### config.mk
export PLATFORM = sky130hd
export DESIGN_NAME = fixed_point_cosine_sine
export DESIGN_NICKNAME = d
export VERILOG_FILES = /design/src/design/cs_pkg.sv /design/src/design/fixed_point_cosine_sine.sv /design/src/design/cs_pipe_ctrl.sv /design/src/design/cs_reduce.sv /design/src/design/cs_interp.sv
export SDC_FILE = /design/constraint.sdc
export NUM_CORES = 2
export LEC_CHECK = 0
export BUFFER_PORTS_ARGS = -buffer_cell sky130_fd_sc_hd__buf_4
export CORE_ASPECT_RATIO = 2
export CORE_MARGIN = 1.5
export CORE_UTILIZATION = 60
export DETAILED_ROUTE_END_ITERATION = 6
export MAX_ROUTING_LAYER = met4
export PLACE_DENSITY = 0.76
export SLEW_MARGIN = 15
export SYNTH_ARGS = -nofsm -noshare
export SYNTH_HDL_FRONTEND = slang
export SYNTH_SLANG_ARGS = --single-unit
### constraint.sdc
create_clock -name aclk -period 11.5 [get_ports aclk]
set_input_delay 1.15 -clock aclk [delete_from_list [all_inputs] [get_ports aclk]]
set_output_delay 1.15 -clock aclk [all_outputs]
set_load 0.05 [all_outputs]
### src/design/cs_pkg.sv
// ============================================================================
// cs_pkg
// Shared constants and the quarter-wave cosine table for the cosine/sine block.
// ============================================================================
`default_nettype none

package cs_pkg;

    // pipeline split between angle reduction and interpolation
    localparam int REDUCE_STAGES = 5;
    localparam int INTERP_STAGES = 3;
    localparam int NUM_STAGES    = REDUCE_STAGES + INTERP_STAGES;

    // last table index, 90 degrees
    localparam logic [6:0] COS_LAST = 7'd90;

    // cos(k degrees) scaled by 2^30, k = 0..90
    localparam logic [31:0] COS_Q30 [0:90] = '{
        32'd1073741824, 32'd1073578288, 32'd1073087729, 32'd1072270298, 32'd1071126243,
        32'd1069655912, 32'd1067859754, 32'd1065738315, 32'd1063292242, 32'd1060522280,
        32'd1057429273, 32'd1054014162, 32'd1050277989, 32'd1046221891, 32'd1041847103,
        32'd1037154959, 32'd1032146887, 32'd1026824413, 32'd1021189159, 32'd1015242840,
        32'd1008987269, 32'd1002424350, 32'd995556083,  32'd988384560,  32'd980911966,
        32'd973140576,  32'd965072759,  32'd956710970,  32'd948057759,  32'd939115760,
        32'd929887697,  32'd920376381,  32'd910584710,  32'd900515665,  32'd890172315,
        32'd879557810,  32'd868675383,  32'd857528349,  32'd846120104,  32'd834454122,
        32'd822533958,  32'd810363241,  32'd797945680,  32'd785285058,  32'd772385229,
        32'd759250125,  32'd745883746,  32'd732290163,  32'd718473518,  32'd704438018,
        32'd690187940,  32'd675727625,  32'd661061475,  32'd646193961,  32'd631129609,
        32'd615873009,  32'd600428808,  32'd584801711,  32'd568996477,  32'd553017922,
        32'd536870912,  32'd520560366,  32'd504091252,  32'd487468587,  32'd470697435,
        32'd453782903,  32'd436730145,  32'd419544355,  32'd402230767,  32'd384794656,
        32'd367241333,  32'd349576144,  32'd331804471,  32'd313931728,  32'd295963357,
        32'd277904834,  32'd259761657,  32'd241539355,  32'd223243478,  32'd204879599,
        32'd186453311,  32'd167970228,  32'd149435979,  32'd130856211,  32'd112236583,
        32'd93582766,   32'd74900443,   32'd56195305,   32'd37473049,   32'd18739379,
        32'd0
    };

    // table read, indexes past 90 degrees read as zero
    function automatic logic [31:0] cos_q30(input logic [6:0] k);
        logic [31:0] v;
        if (k > COS_LAST) begin
            v = 32'd0;
        end else begin
            v = COS_Q30[k];
        end
        return v;
    endfunction

endpackage

`default_nettype wire

### src/design/fixed_point_cosine_sine.sv
// Throughput: one word per cycle while the output is not stalled; set by the eight-stage pipeline,
// every stage of which loads whenever it is empty or the stage after it moves.
// Reset: synchronous, active low; clears the valid bits only, datapath
// registers hold whatever they had.
// ============================================================================
// fixed_point_cosine_sine
// Cosine or sine of a fixed-point angle in degrees, by table interpolation.
// ============================================================================
`default_nettype none

module fixed_point_cosine_sine #(
    parameter int FRAC_BITS = 16
) (
    input  wire logic                     aclk,
    input  wire logic                     aresetn,
    input  wire logic                     s_valid,
    output logic                          s_ready,
    input  wire logic                     s_func,
    input  wire logic signed [31:0]       s_angle,
    output logic                          m_valid,
    input  wire logic                     m_ready,
    output logic signed [FRAC_BITS+1:0]   m_value
);

    localparam int RS = cs_pkg::REDUCE_STAGES;
    localparam int IS = cs_pkg::INTERP_STAGES;

    logic [cs_pkg::NUM_STAGES-1:0] stage_en;
    logic [FRAC_BITS+6:0]          fold_d;
    logic                          fold_neg;

    // handshake and valid tracking
    cs_pipe_ctrl u_ctrl (
        .aclk      (aclk),
        .aresetn   (aresetn),
        .in_valid  (s_valid),
        .in_ready  (s_ready),
        .out_valid (m_valid),
        .out_ready (m_ready),
        .stage_en  (stage_en)
    );

    // angle reduction
    cs_reduce #(.FRAC_BITS(FRAC_BITS)) u_reduce (
        .aclk     (aclk),
        .en       (stage_en[RS-1:0]),
        .func     (s_func),
        .angle    (s_angle),
        .fold_d   (fold_d),
        .fold_neg (fold_neg)
    );

    // lookup and interpolation
    cs_interp #(.FRAC_BITS(FRAC_BITS)) u_interp (
        .aclk     (aclk),
        .en       (stage_en[RS+IS-1:RS]),
        .fold_d   (fold_d),
        .fold_neg (fold_neg),
        .value    (m_value)
    );

endmodule

`default_nettype wire

### src/design/cs_pipe_ctrl.sv
// ============================================================================
// cs_pipe_ctrl
// Valid bits and per-stage load enables; a stage loads when it is empty or
// when the stage after it moves, so bubbles close up under a stall.
// ============================================================================
`default_nettype none

module cs_pipe_ctrl (
    input  wire logic                          aclk,
    input  wire logic                          aresetn,
    input  wire logic                          in_valid,
    output logic                               in_ready,
    output logic                               out_valid,
    input  wire logic                          out_ready,
    output logic [cs_pkg::NUM_STAGES-1:0]      stage_en
);

    localparam int N = cs_pkg::NUM_STAGES;

    logic [N-1:0] valid_reg;
    logic [N-1:0] valid_next;
    logic [N:0]   ready;

    // ready ripples back from the output
    always_comb begin
        ready[N] = out_ready;
        for (int i = N - 1; i >= 0; i--) begin
            ready[i] = !valid_reg[i] || ready[i + 1];
        end
    end

    // valid bits follow their words
    always_comb begin
        valid_next[0] = ready[0] ? in_valid : valid_reg[0];
        for (int i = 1; i < N; i++) begin
            if (ready[i]) begin
                valid_next[i] = valid_reg[i - 1];
            end else begin
                valid_next[i] = valid_reg[i];
            end
        end
    end

    always_ff @(posedge aclk) begin
        if (!aresetn) begin
            valid_reg <= '0;
        end else begin
            valid_reg <= valid_next;
        end
    end

    assign stage_en  = ready[N-1:0];
    assign in_ready  = ready[0];
    assign out_valid = valid_reg[N-1];

endmodule

`default_nettype wire

### src/design/cs_reduce.sv
// ============================================================================
// cs_reduce
// Angle reduction: sine offset and magnitude, modulo 360 degrees by reciprocal
// multiply, and folding into 0..90 degrees with a negate flag.
// ============================================================================
`default_nettype none

module cs_reduce #(
    parameter int FRAC_BITS = 16
) (
    input  wire logic                             aclk,
    input  wire logic [cs_pkg::REDUCE_STAGES-1:0] en,
    input  wire logic                             func,
    input  wire logic signed [31:0]               angle,
    output logic [FRAC_BITS+6:0]                  fold_d,
    output logic                                  fold_neg
);

    localparam int QW = 33 - FRAC_BITS;      // integer degree bits of the magnitude
    localparam int S  = QW + 9;              // reciprocal scale
    localparam int EW = QW - 8;              // quotient estimate bits
    localparam int DW = FRAC_BITS + 9;       // reduced angle, below 360 degrees
    localparam int FW = FRAC_BITS + 7;       // folded angle, up to 90 degrees

    localparam logic [63:0] RECIP64 = (64'd1 << S) / 64'd360;
    localparam logic [QW:0] RECIP   = RECIP64[QW:0];
    localparam logic [32:0] QUARTER_IN = 33'(64'd90 << FRAC_BITS);
    localparam logic [DW-1:0] FULL    = DW'(64'd360 << FRAC_BITS);
    localparam logic [DW-1:0] HALF    = DW'(64'd180 << FRAC_BITS);
    localparam logic [DW-1:0] QUARTER = DW'(64'd90 << FRAC_BITS);
    localparam logic [QW-1:0] DEG360  = QW'(360);
    localparam logic [9:0]    DEG360R = 10'd360;

    // stage 1: sine offset and absolute value
    logic signed [32:0] deg;
    logic [32:0]        mag_next;
    logic [32:0]        mag_reg;

    always_comb begin
        if (func) begin
            deg = $signed(QUARTER_IN) - $signed({angle[31], angle});
        end else begin
            deg = $signed({angle[31], angle});
        end
        mag_next = deg[32] ? (33'd0 - 33'(deg)) : 33'(deg);
    end

    always_ff @(posedge aclk) begin
        if (en[0]) begin
            mag_reg <= mag_next;
        end
    end

    // stage 2: integer degrees times reciprocal of 360
    logic [QW-1:0]        q2_reg;
    logic [FRAC_BITS-1:0] frac2_reg;
    logic [2*QW:0]        prod_reg;

    always_ff @(posedge aclk) begin
        if (en[1]) begin
            q2_reg    <= mag_reg[32:FRAC_BITS];
            frac2_reg <= mag_reg[FRAC_BITS-1:0];
            prod_reg  <= mag_reg[32:FRAC_BITS] * RECIP;
        end
    end

    // stage 3: raw remainder, below twice 360
    logic [EW-1:0]        est;
    logic [QW-1:0]        est_w;
    logic [QW-1:0]        est360;
    logic [QW-1:0]        rem_full;
    logic [9:0]           rem_reg;
    logic [FRAC_BITS-1:0] frac3_reg;

    always_comb begin
        est      = prod_reg[S +: EW];
        est_w    = QW'(est);
        est360   = QW'(est_w * DEG360);
        rem_full = q2_reg - est360;
    end

    always_ff @(posedge aclk) begin
        if (en[2]) begin
            rem_reg   <= 10'(rem_full);
            frac3_reg <= frac2_reg;
        end
    end

    // stage 4: remainder correction
    logic [9:0]    rem_fix;
    logic [DW-1:0] d_next;
    logic [DW-1:0] d_reg;

    always_comb begin
        rem_fix = (rem_reg >= DEG360R) ? (rem_reg - DEG360R) : rem_reg;
        d_next  = {rem_fix[8:0], frac3_reg};
    end

    always_ff @(posedge aclk) begin
        if (en[3]) begin
            d_reg <= d_next;
        end
    end

    // stage 5: fold into 0..90 degrees
    logic [DW-1:0] d_half;
    logic [DW-1:0] d_quad;
    logic          neg_next;
    logic [FW-1:0] fold_reg;
    logic          neg_reg;

    always_comb begin
        d_half = (d_reg >= HALF) ? (FULL - d_reg) : d_reg;
        if (d_half >= QUARTER) begin
            d_quad   = HALF - d_half;
            neg_next = 1'b1;
        end else begin
            d_quad   = d_half;
            neg_next = 1'b0;
        end
    end

    always_ff @(posedge aclk) begin
        if (en[4]) begin
            fold_reg <= d_quad[FW-1:0];
            neg_reg  <= neg_next;
        end
    end

    assign fold_d   = fold_reg;
    assign fold_neg = neg_reg;

endmodule

`default_nettype wire

### src/design/cs_interp.sv
// ============================================================================
// cs_interp
// Table lookup on the whole degree, linear interpolation on the fraction,
// and the final sign.
// ============================================================================
`default_nettype none

module cs_interp #(
    parameter int FRAC_BITS = 16
) (
    input  wire logic                             aclk,
    input  wire logic [cs_pkg::INTERP_STAGES-1:0] en,
    input  wire logic [FRAC_BITS+6:0]             fold_d,
    input  wire logic                             fold_neg,
    output logic signed [FRAC_BITS+1:0]           value
);

    localparam int TW  = FRAC_BITS + 1;
    localparam int OW  = FRAC_BITS + 2;
    localparam int TSH = 30 - FRAC_BITS;
    localparam logic [TW-1:0] ONE_T = TW'(1) << FRAC_BITS;

    // stage 1: read both neighbors, clamped at 90 degrees
    logic [6:0]  k;
    logic [6:0]  k1;
    logic [31:0] e0;
    logic [31:0] e1;

    logic [TW-1:0]        t0_reg;
    logic [TW-1:0]        t1_reg;
    logic [FRAC_BITS-1:0] f_reg;
    logic                 neg1_reg;

    always_comb begin
        k  = fold_d[FRAC_BITS +: 7];
        k1 = (k == cs_pkg::COS_LAST) ? k : (k + 7'd1);
        e0 = cs_pkg::cos_q30(k) >> TSH;
        e1 = cs_pkg::cos_q30(k1) >> TSH;
    end

    always_ff @(posedge aclk) begin
        if (en[0]) begin
            t0_reg   <= e0[TW-1:0];
            t1_reg   <= e1[TW-1:0];
            f_reg    <= fold_d[FRAC_BITS-1:0];
            neg1_reg <= fold_neg;
        end
    end

    // stage 2: weighted products
    logic [TW-1:0]   w0;
    logic [2*TW-1:0] p0_reg;
    logic [2*TW-1:0] p1_reg;
    logic            neg2_reg;

    assign w0 = ONE_T - {1'b0, f_reg};

    always_ff @(posedge aclk) begin
        if (en[1]) begin
            p0_reg   <= t0_reg * w0;
            p1_reg   <= t1_reg * {1'b0, f_reg};
            neg2_reg <= neg1_reg;
        end
    end

    // stage 3: sum, scale back and apply sign
    logic [2*TW-1:0] sum;
    logic [OW-1:0]   mag;
    logic [OW-1:0]   val_next;
    logic [OW-1:0]   val_reg;

    always_comb begin
        sum      = p0_reg + p1_reg;
        mag      = {1'b0, sum[FRAC_BITS +: TW]};
        val_next = neg2_reg ? (OW'(0) - mag) : mag;
    end

    always_ff @(posedge aclk) begin
        if (en[2]) begin
            val_reg <= val_next;
        end
    end

    assign value = $signed(val_reg);

endmodule

`default_nettype wire

* Yosys cells after proc, flatten, opt, wreduce, memory -nomap -nowiden
Memories as Yosys holds them, arrays and structs flattened. A register that Yosys moved wholly into a read port is not among the register bits. Index checks and enable logic that the tools add are counted.
Cells by class: muxes and demuxes 8, add/sub/neg operators 10, multiply operators 4, equal/unequal tests 1, magnitude comparators 5, bitwise gates (word level) 2, reductions and logical operators 16
Operators by type and width (count):
- $mul A17 B18 Y35 const B | 1
- $add A33 B33 Y33 | 1
- $mul A17 B16 Y33 | 1
- $mul A17 B17 Y33 | 1
- $mux W33 | 1
- $sub A1 B33 Y33 const A | 1
- $sub A24 B32 Y33 const A | 1
- $mux W32 | 1
- $ge A25 B23 Y1 const B | 1
- $ge A25 B24 Y1 const B | 1
- $mux W25 | 1
- $sub A25 B25 Y25 const A | 1
- $mux W23 | 1
- $sub A22 B23 Y23 const A | 1
- $sub A1 B17 Y18 const A | 1
- $mux W17 | 1
- $sub A17 B16 Y17 const A | 1
- $not A7 Y8 | 2
- $gt A7 B7 Y1 const B | 2
- $ge A10 B9 Y1 const B | 1
- $sub A10 B10 Y10 | 1
- $mul A9 B6 Y7 const B | 1
- $mux W9 | 1
- $sub A9 B9 Y9 const B | 1
- 6 further kinds | 20
Storage, ports and cells: output and inout port bits 20, input bits 37, bits in registers 279, memories 2, memory bits (read-only) 8192, word-level logic and storage cells 73
Memory list:
- (no name shown) | depth 128, width 32, rd ports 1, clocked after memory_dff 1, wr ports 0, RTL line cs_pkg.sv:46 | v = COS_Q30[k];
- (no name shown) | depth 128, width 32, rd ports 1, clocked after memory_dff 1, wr ports 0, RTL line cs_pkg.sv:46

* Longest topological paths before layout
depth after elaboration 9, depth in mapped cells 32, depth with buffers taken out 29

* Cells and area by module
Synthesis repeated with hierarchy kept, for this count alone.
Unflattened totals: cells, all modules 4469, area, all modules 41063.1 µm²
By module, submodules not included:
- cs_interp | area each 28481.1 µm², instances 1, cells an instance 3290
- cs_reduce | area each 12250.5 µm², instances 1, cells an instance 1143
- cs_pipe_ctrl | area each 331.6 µm², instances 1, cells an instance 36

* Worst setup path after synthesis
No wires, ideal clock.
path kind reg2reg, start point register u_interp.f_reg[0], end point register u_interp.p0_reg[31] (data pin), path slack 3963 ps, arrival 7273 ps, data required time 11236 ps, buffers on the path 4, period minus slack after synthesis 7537 ps, stages on the path, launching flop included 33, path through edfxtp_1 clkbuf_1 clkbuf_1 inv_1 ha_1 nand2_1 clkbuf_1 nor2_1 xnor2_1 clkbuf_1 nand2_1 fa_1 inv_1 fa_1 inv_1 fa_1 inv_1 fa_1 fa_1 inv_1 fa_1 inv_1 ha_1 a21oi_1 o21bai_1 a21o_1 a21o_1 a21o_1 a221o_1 a21oi_1 nand3b_1 a31oi_1 xor2_1
On the way: longest elaborated chain between the ends 2
Ends and longest elaborated chain:
- start: declaration | RTL line cs_interp.sv:31 | logic [FRAC_BITS-1:0] f_reg;
- start signal: assignment | RTL line cs_interp.sv:45 | f_reg <= fold_d[FRAC_BITS-1:0];
- $sub A17 B16 Y17 | RTL line cs_interp.sv:56 | assign w0 = ONE_T - {1'b0, f_reg};
- $mul A17 B17 Y33 | RTL line cs_interp.sv:60 | p0_reg <= t0_reg * w0;
- end signal: assignment | RTL line cs_interp.sv:60
- end: declaration | RTL line cs_interp.sv:52 | logic [2*TW-1:0] p0_reg;
Every way passes these cells. A chain may end at the register's enable or synchronous reset.

* Final worst setup path
start point register u_interp.f_reg[4], end point register u_interp.p0_reg[31] (data pin)
The elaborated chain is that of the path after synthesis.

==> impl_metrics.tcl <==
set metrics [dict create \
    status "finished clean" \
    maxSlewViolCount 0 \
    worst_r2r_path_depth 27 \
    crit_slowest_cell "or4_1" \
    cts_tree "built" \
    cts_buffer_depth 3 \
    crit_arrival_ns 9.09 \
    critPathMostFrequentCell "fa_1" \
    synth.avg_cell_area_sq_um 9.27 \
    worst_pin_slew_ns 1.32 \
    min_path_cells 0 \
    grt_pass1_wl_mm 180 \
    period_minus_slack_ns 8.72 \
    setup_violations 0 \
    crit_family "adder cells" \
    cts_sinks 285 \
    ys_seq_elements 285 \
    grt_pass1_vias 33900 \
    std_cell_rows 134 \
    netlist_instances 4355 \
    core_sq_um 66600 \
    drc 0 \
    clkLatencyLatePin_ns 0.66 \
    synth.distinct_cells 98 \
    die_x_microns 186 \
    finalHoldViolations 0 \
    cp-end-kind "flip-flop" \
    critPathMaxFanout 20 \
    finalSetupTns_ns 0 \
    cp-start-kind "flip-flop" \
    synthesis.nets 5329 \
    final_nets 5273 \
    gr-usage-all-layers_pct 35.4 \
    drive_gt1_share_pct 5.14 \
    crit_type "flip-flop to flip-flop" \
    r2r_end "u_interp.p0_reg[31]" \
    ctsHoldBuffers 0 \
    rsz0062_at_grt "false" \
    max_slew_margin_pct 11.3 \
    synth-edff-count 277 \
    cts_root_buf "clkbuf_16" \
    ys_seq_area_share_pct 21.0 \
    fp.dieH_microns 370 \
    drt_first_pass_iters 5 \
    r2r-start "u_interp.f_reg[4]" \
    postRouteAntennaNets 0 \
    antenna_found_initial 7 \
    critPathBufInv 5 \
    dp_hpwl_mm 93.1 \
    die_area_sq_um 68900 \
    boundaryPins 57 \
    postSynth.asyncResetShare_pct 0 \
    grt_max_degree 73 \
    finalWirelength_mm 116 \
    r2r_slack_ns 2.78 \
    grt_overflow 0 \
    synth_top_cell_by_area "fa_1" \
    finalCritPeriodShare_pct 75.8 \
    maxCapViolCount 0 \
    cts_resized 0 \
    hp-class "flip-flop to flip-flop" \
    drt-wirelength-per-cell_microns 22.2 \
    port_buffers 56 \
    cts_htree_levels 1 \
    clock.fmax_mhz 115 \
    avgViaCountPerCell 6.08 \
    syn_area_sq_um 40400 \
    min_to "u_reduce.frac3_reg[4]" \
    clkTransAtPathRegs_ns 0.07 \
    slowest_delay_ns 0.74 \
    gp_congestion 1.02 \
    start_util_pct 60.6 \
    synth-warning-count 0 \
    cp_data_required_time_ns 11.87 \
    drtIter0Drc 1709 \
    num_vias 31700 \
    area_growth_pct 5.63 \
    synthFlopType "edfxtp_1" \
    synth_area_leaders "fa_1 (26%), edfxtp_1 (21%), ha_1 (13%)" \
    cts_inserted_buffers 29 \
    skew_ns 0.0487 \
    cts_setup_buffers 0 \
    min_from "u_reduce.frac2_reg[4]" \
    synth_top_area_share_pct 25.5 \
]
cell type report:
class / instances / area [sq um]
Clock inverter: 19 / 230
Inverter: 729 / 2740
Sequential cell: 285 / 8480
Tap cell: 884 / 1110
Fill cell: 5565 / 23900
Antenna cell: 5 / 12.5
Timing Repair Buffer: 118 / 886
Multi-Input combinational cell: 3136 / 28400
Clock buffer: 35 / 778
worst register-to-register path, stage by stage (launching register included):
cell and delay [ns]:
edfxtp_1 0.68, or4_1 0.74, nor2_1 0.17, nand2_1 0.21, or3_1 0.47, xor2_1 0.47, buf_4 0.31, nand2_1 0.10
fa_1 0.54, inv_1 0.05, fa_1 0.51, fa_1 0.55, fa_1 0.44, fa_1 0.49, inv_1 0.05, fa_1 0.47
inv_1 0.04, ha_1 0.34, inv_1 0.10, o21bai_1 0.08, a21o_1 0.18, a21o_1 0.16, a21o_1 0.21, a221o_1 0.37
a21oi_1 0.27, nand3b_1 0.18, a31oi_1 0.09, xor2_1 0.15
worst max-delay path by stage:
stage / endpoint / from / cells past startpoint
global placement: u_interp.p0_reg[31] / u_interp.f_reg[4] / 27
global route: u_interp.p0_reg[27] / u_interp.f_reg[4] / 27
detailed placement: u_interp.p0_reg[29] / u_interp.f_reg[4] / 27
floorplan: u_interp.p0_reg[31] / u_interp.f_reg[0] / 32
CTS: u_interp.p0_reg[29] / u_interp.f_reg[4] / 27
finish: u_interp.p0_reg[31] / u_interp.f_reg[4] / 27
per-stage QoR:
stage / hold WS [ns] / util (%) / std cells / setup WS, ns / area [sq um]
2_1_floorplan: 0.400 / - / 4355 / 3.96 / 40400
3_3_place_gp: 0.400 / 62.5 / 5152 / 2.96 / 41600
3_5_place_dp: 0.405 / 62.5 / 5152 / 2.86 / 41600
4_1_cts: 0.416 / 64.0 / 5206 / 2.81 / 42600
5_1_grt: 0.422 / 64.0 / 5210 / 2.44 / 42600
6_report: 0.416 / 64.0 / 5211 / 2.78 / 42600
cell families after synthesis:
group	after synthesis	share of synthesized area, %
compound gates	723	11.7
xor+xnor	232	5.04
fa+ha+maj	937	38.6
buf+inv	934	8.74
flops	285	21.0
mux	23	0.648
other cells	1	0.00929
simple gates	1220	14.3
cell usage after synthesis, types with 61 or more instances:
library cell,number
inv_1,725
nand2_1,545
fa_1,514
ha_1,423
edfxtp_1,277
and2_1,214
nor2_1,193
a21oi_1,191
clkbuf_1,163
o21ai_0,161
xnor2_1,160
xor2_1,72
nor3_1,61
placed cells by master, fill, tap and decap left out, types with 8 or more instances in the layout:
| cell | Yosys | layout |
|---|---|---|
| a32oi_1 | 8 | 8 |
| o21a_1 | 29 | 29 |
| a221oi_1 | 8 | 8 |
| o22ai_1 | 23 | 23 |
| xor2_1 | 72 | 71 |
| a21oi_1 | 191 | 191 |
| nor2_1 | 193 | 193 |
| clkbuf_16 | 0 | 29 |
| nand3_1 | 45 | 45 |
| buf_4 | 0 | 118 |
| o21bai_1 | 11 | 11 |
| o31ai_1 | 22 | 22 |
| o211ai_1 | 36 | 36 |
| nand4_1 | 15 | 15 |
| a21o_1 | 43 | 43 |
| fa_1 | 514 | 514 |
| nand2b_1 | 20 | 20 |
| dfxtp_1 | 8 | 8 |
| ha_1 | 423 | 423 |
| xnor2_1 | 160 | 156 |
| nand2_1 | 545 | 544 |
| a211oi_1 | 33 | 33 |
| a31oi_1 | 36 | 36 |
| a22oi_1 | 8 | 8 |
| nor3_1 | 61 | 61 |
| nor2b_1 | 21 | 21 |
| o21ai_0 | 161 | 161 |
| and2_1 | 214 | 214 |
| edfxtp_1 | 277 | 277 |
| nor4_1 | 14 | 14 |
| and3_1 | 28 | 28 |
| mux2i_1 | 16 | 16 |
| inv_1 | 725 | 724 |
| or3_1 | 15 | 15 |
| or4_1 | 8 | 8 |
| o221ai_1 | 8 | 8 |
| a2111oi_0 | 14 | 14 |
per-layer routing:
metal	vias up	share of wire (%)	global-route usage (%)
li1	14200	-	-
met1	15400	29	28.9
met2	1348	53	65.3
met3	731	5.2	5.56
met4	0	13	35.8
met5	-	0	-
Power is left out: the tool's default activity adds up to more than one toggle a clock period on the data nets, which glitch-free logic cannot reach.
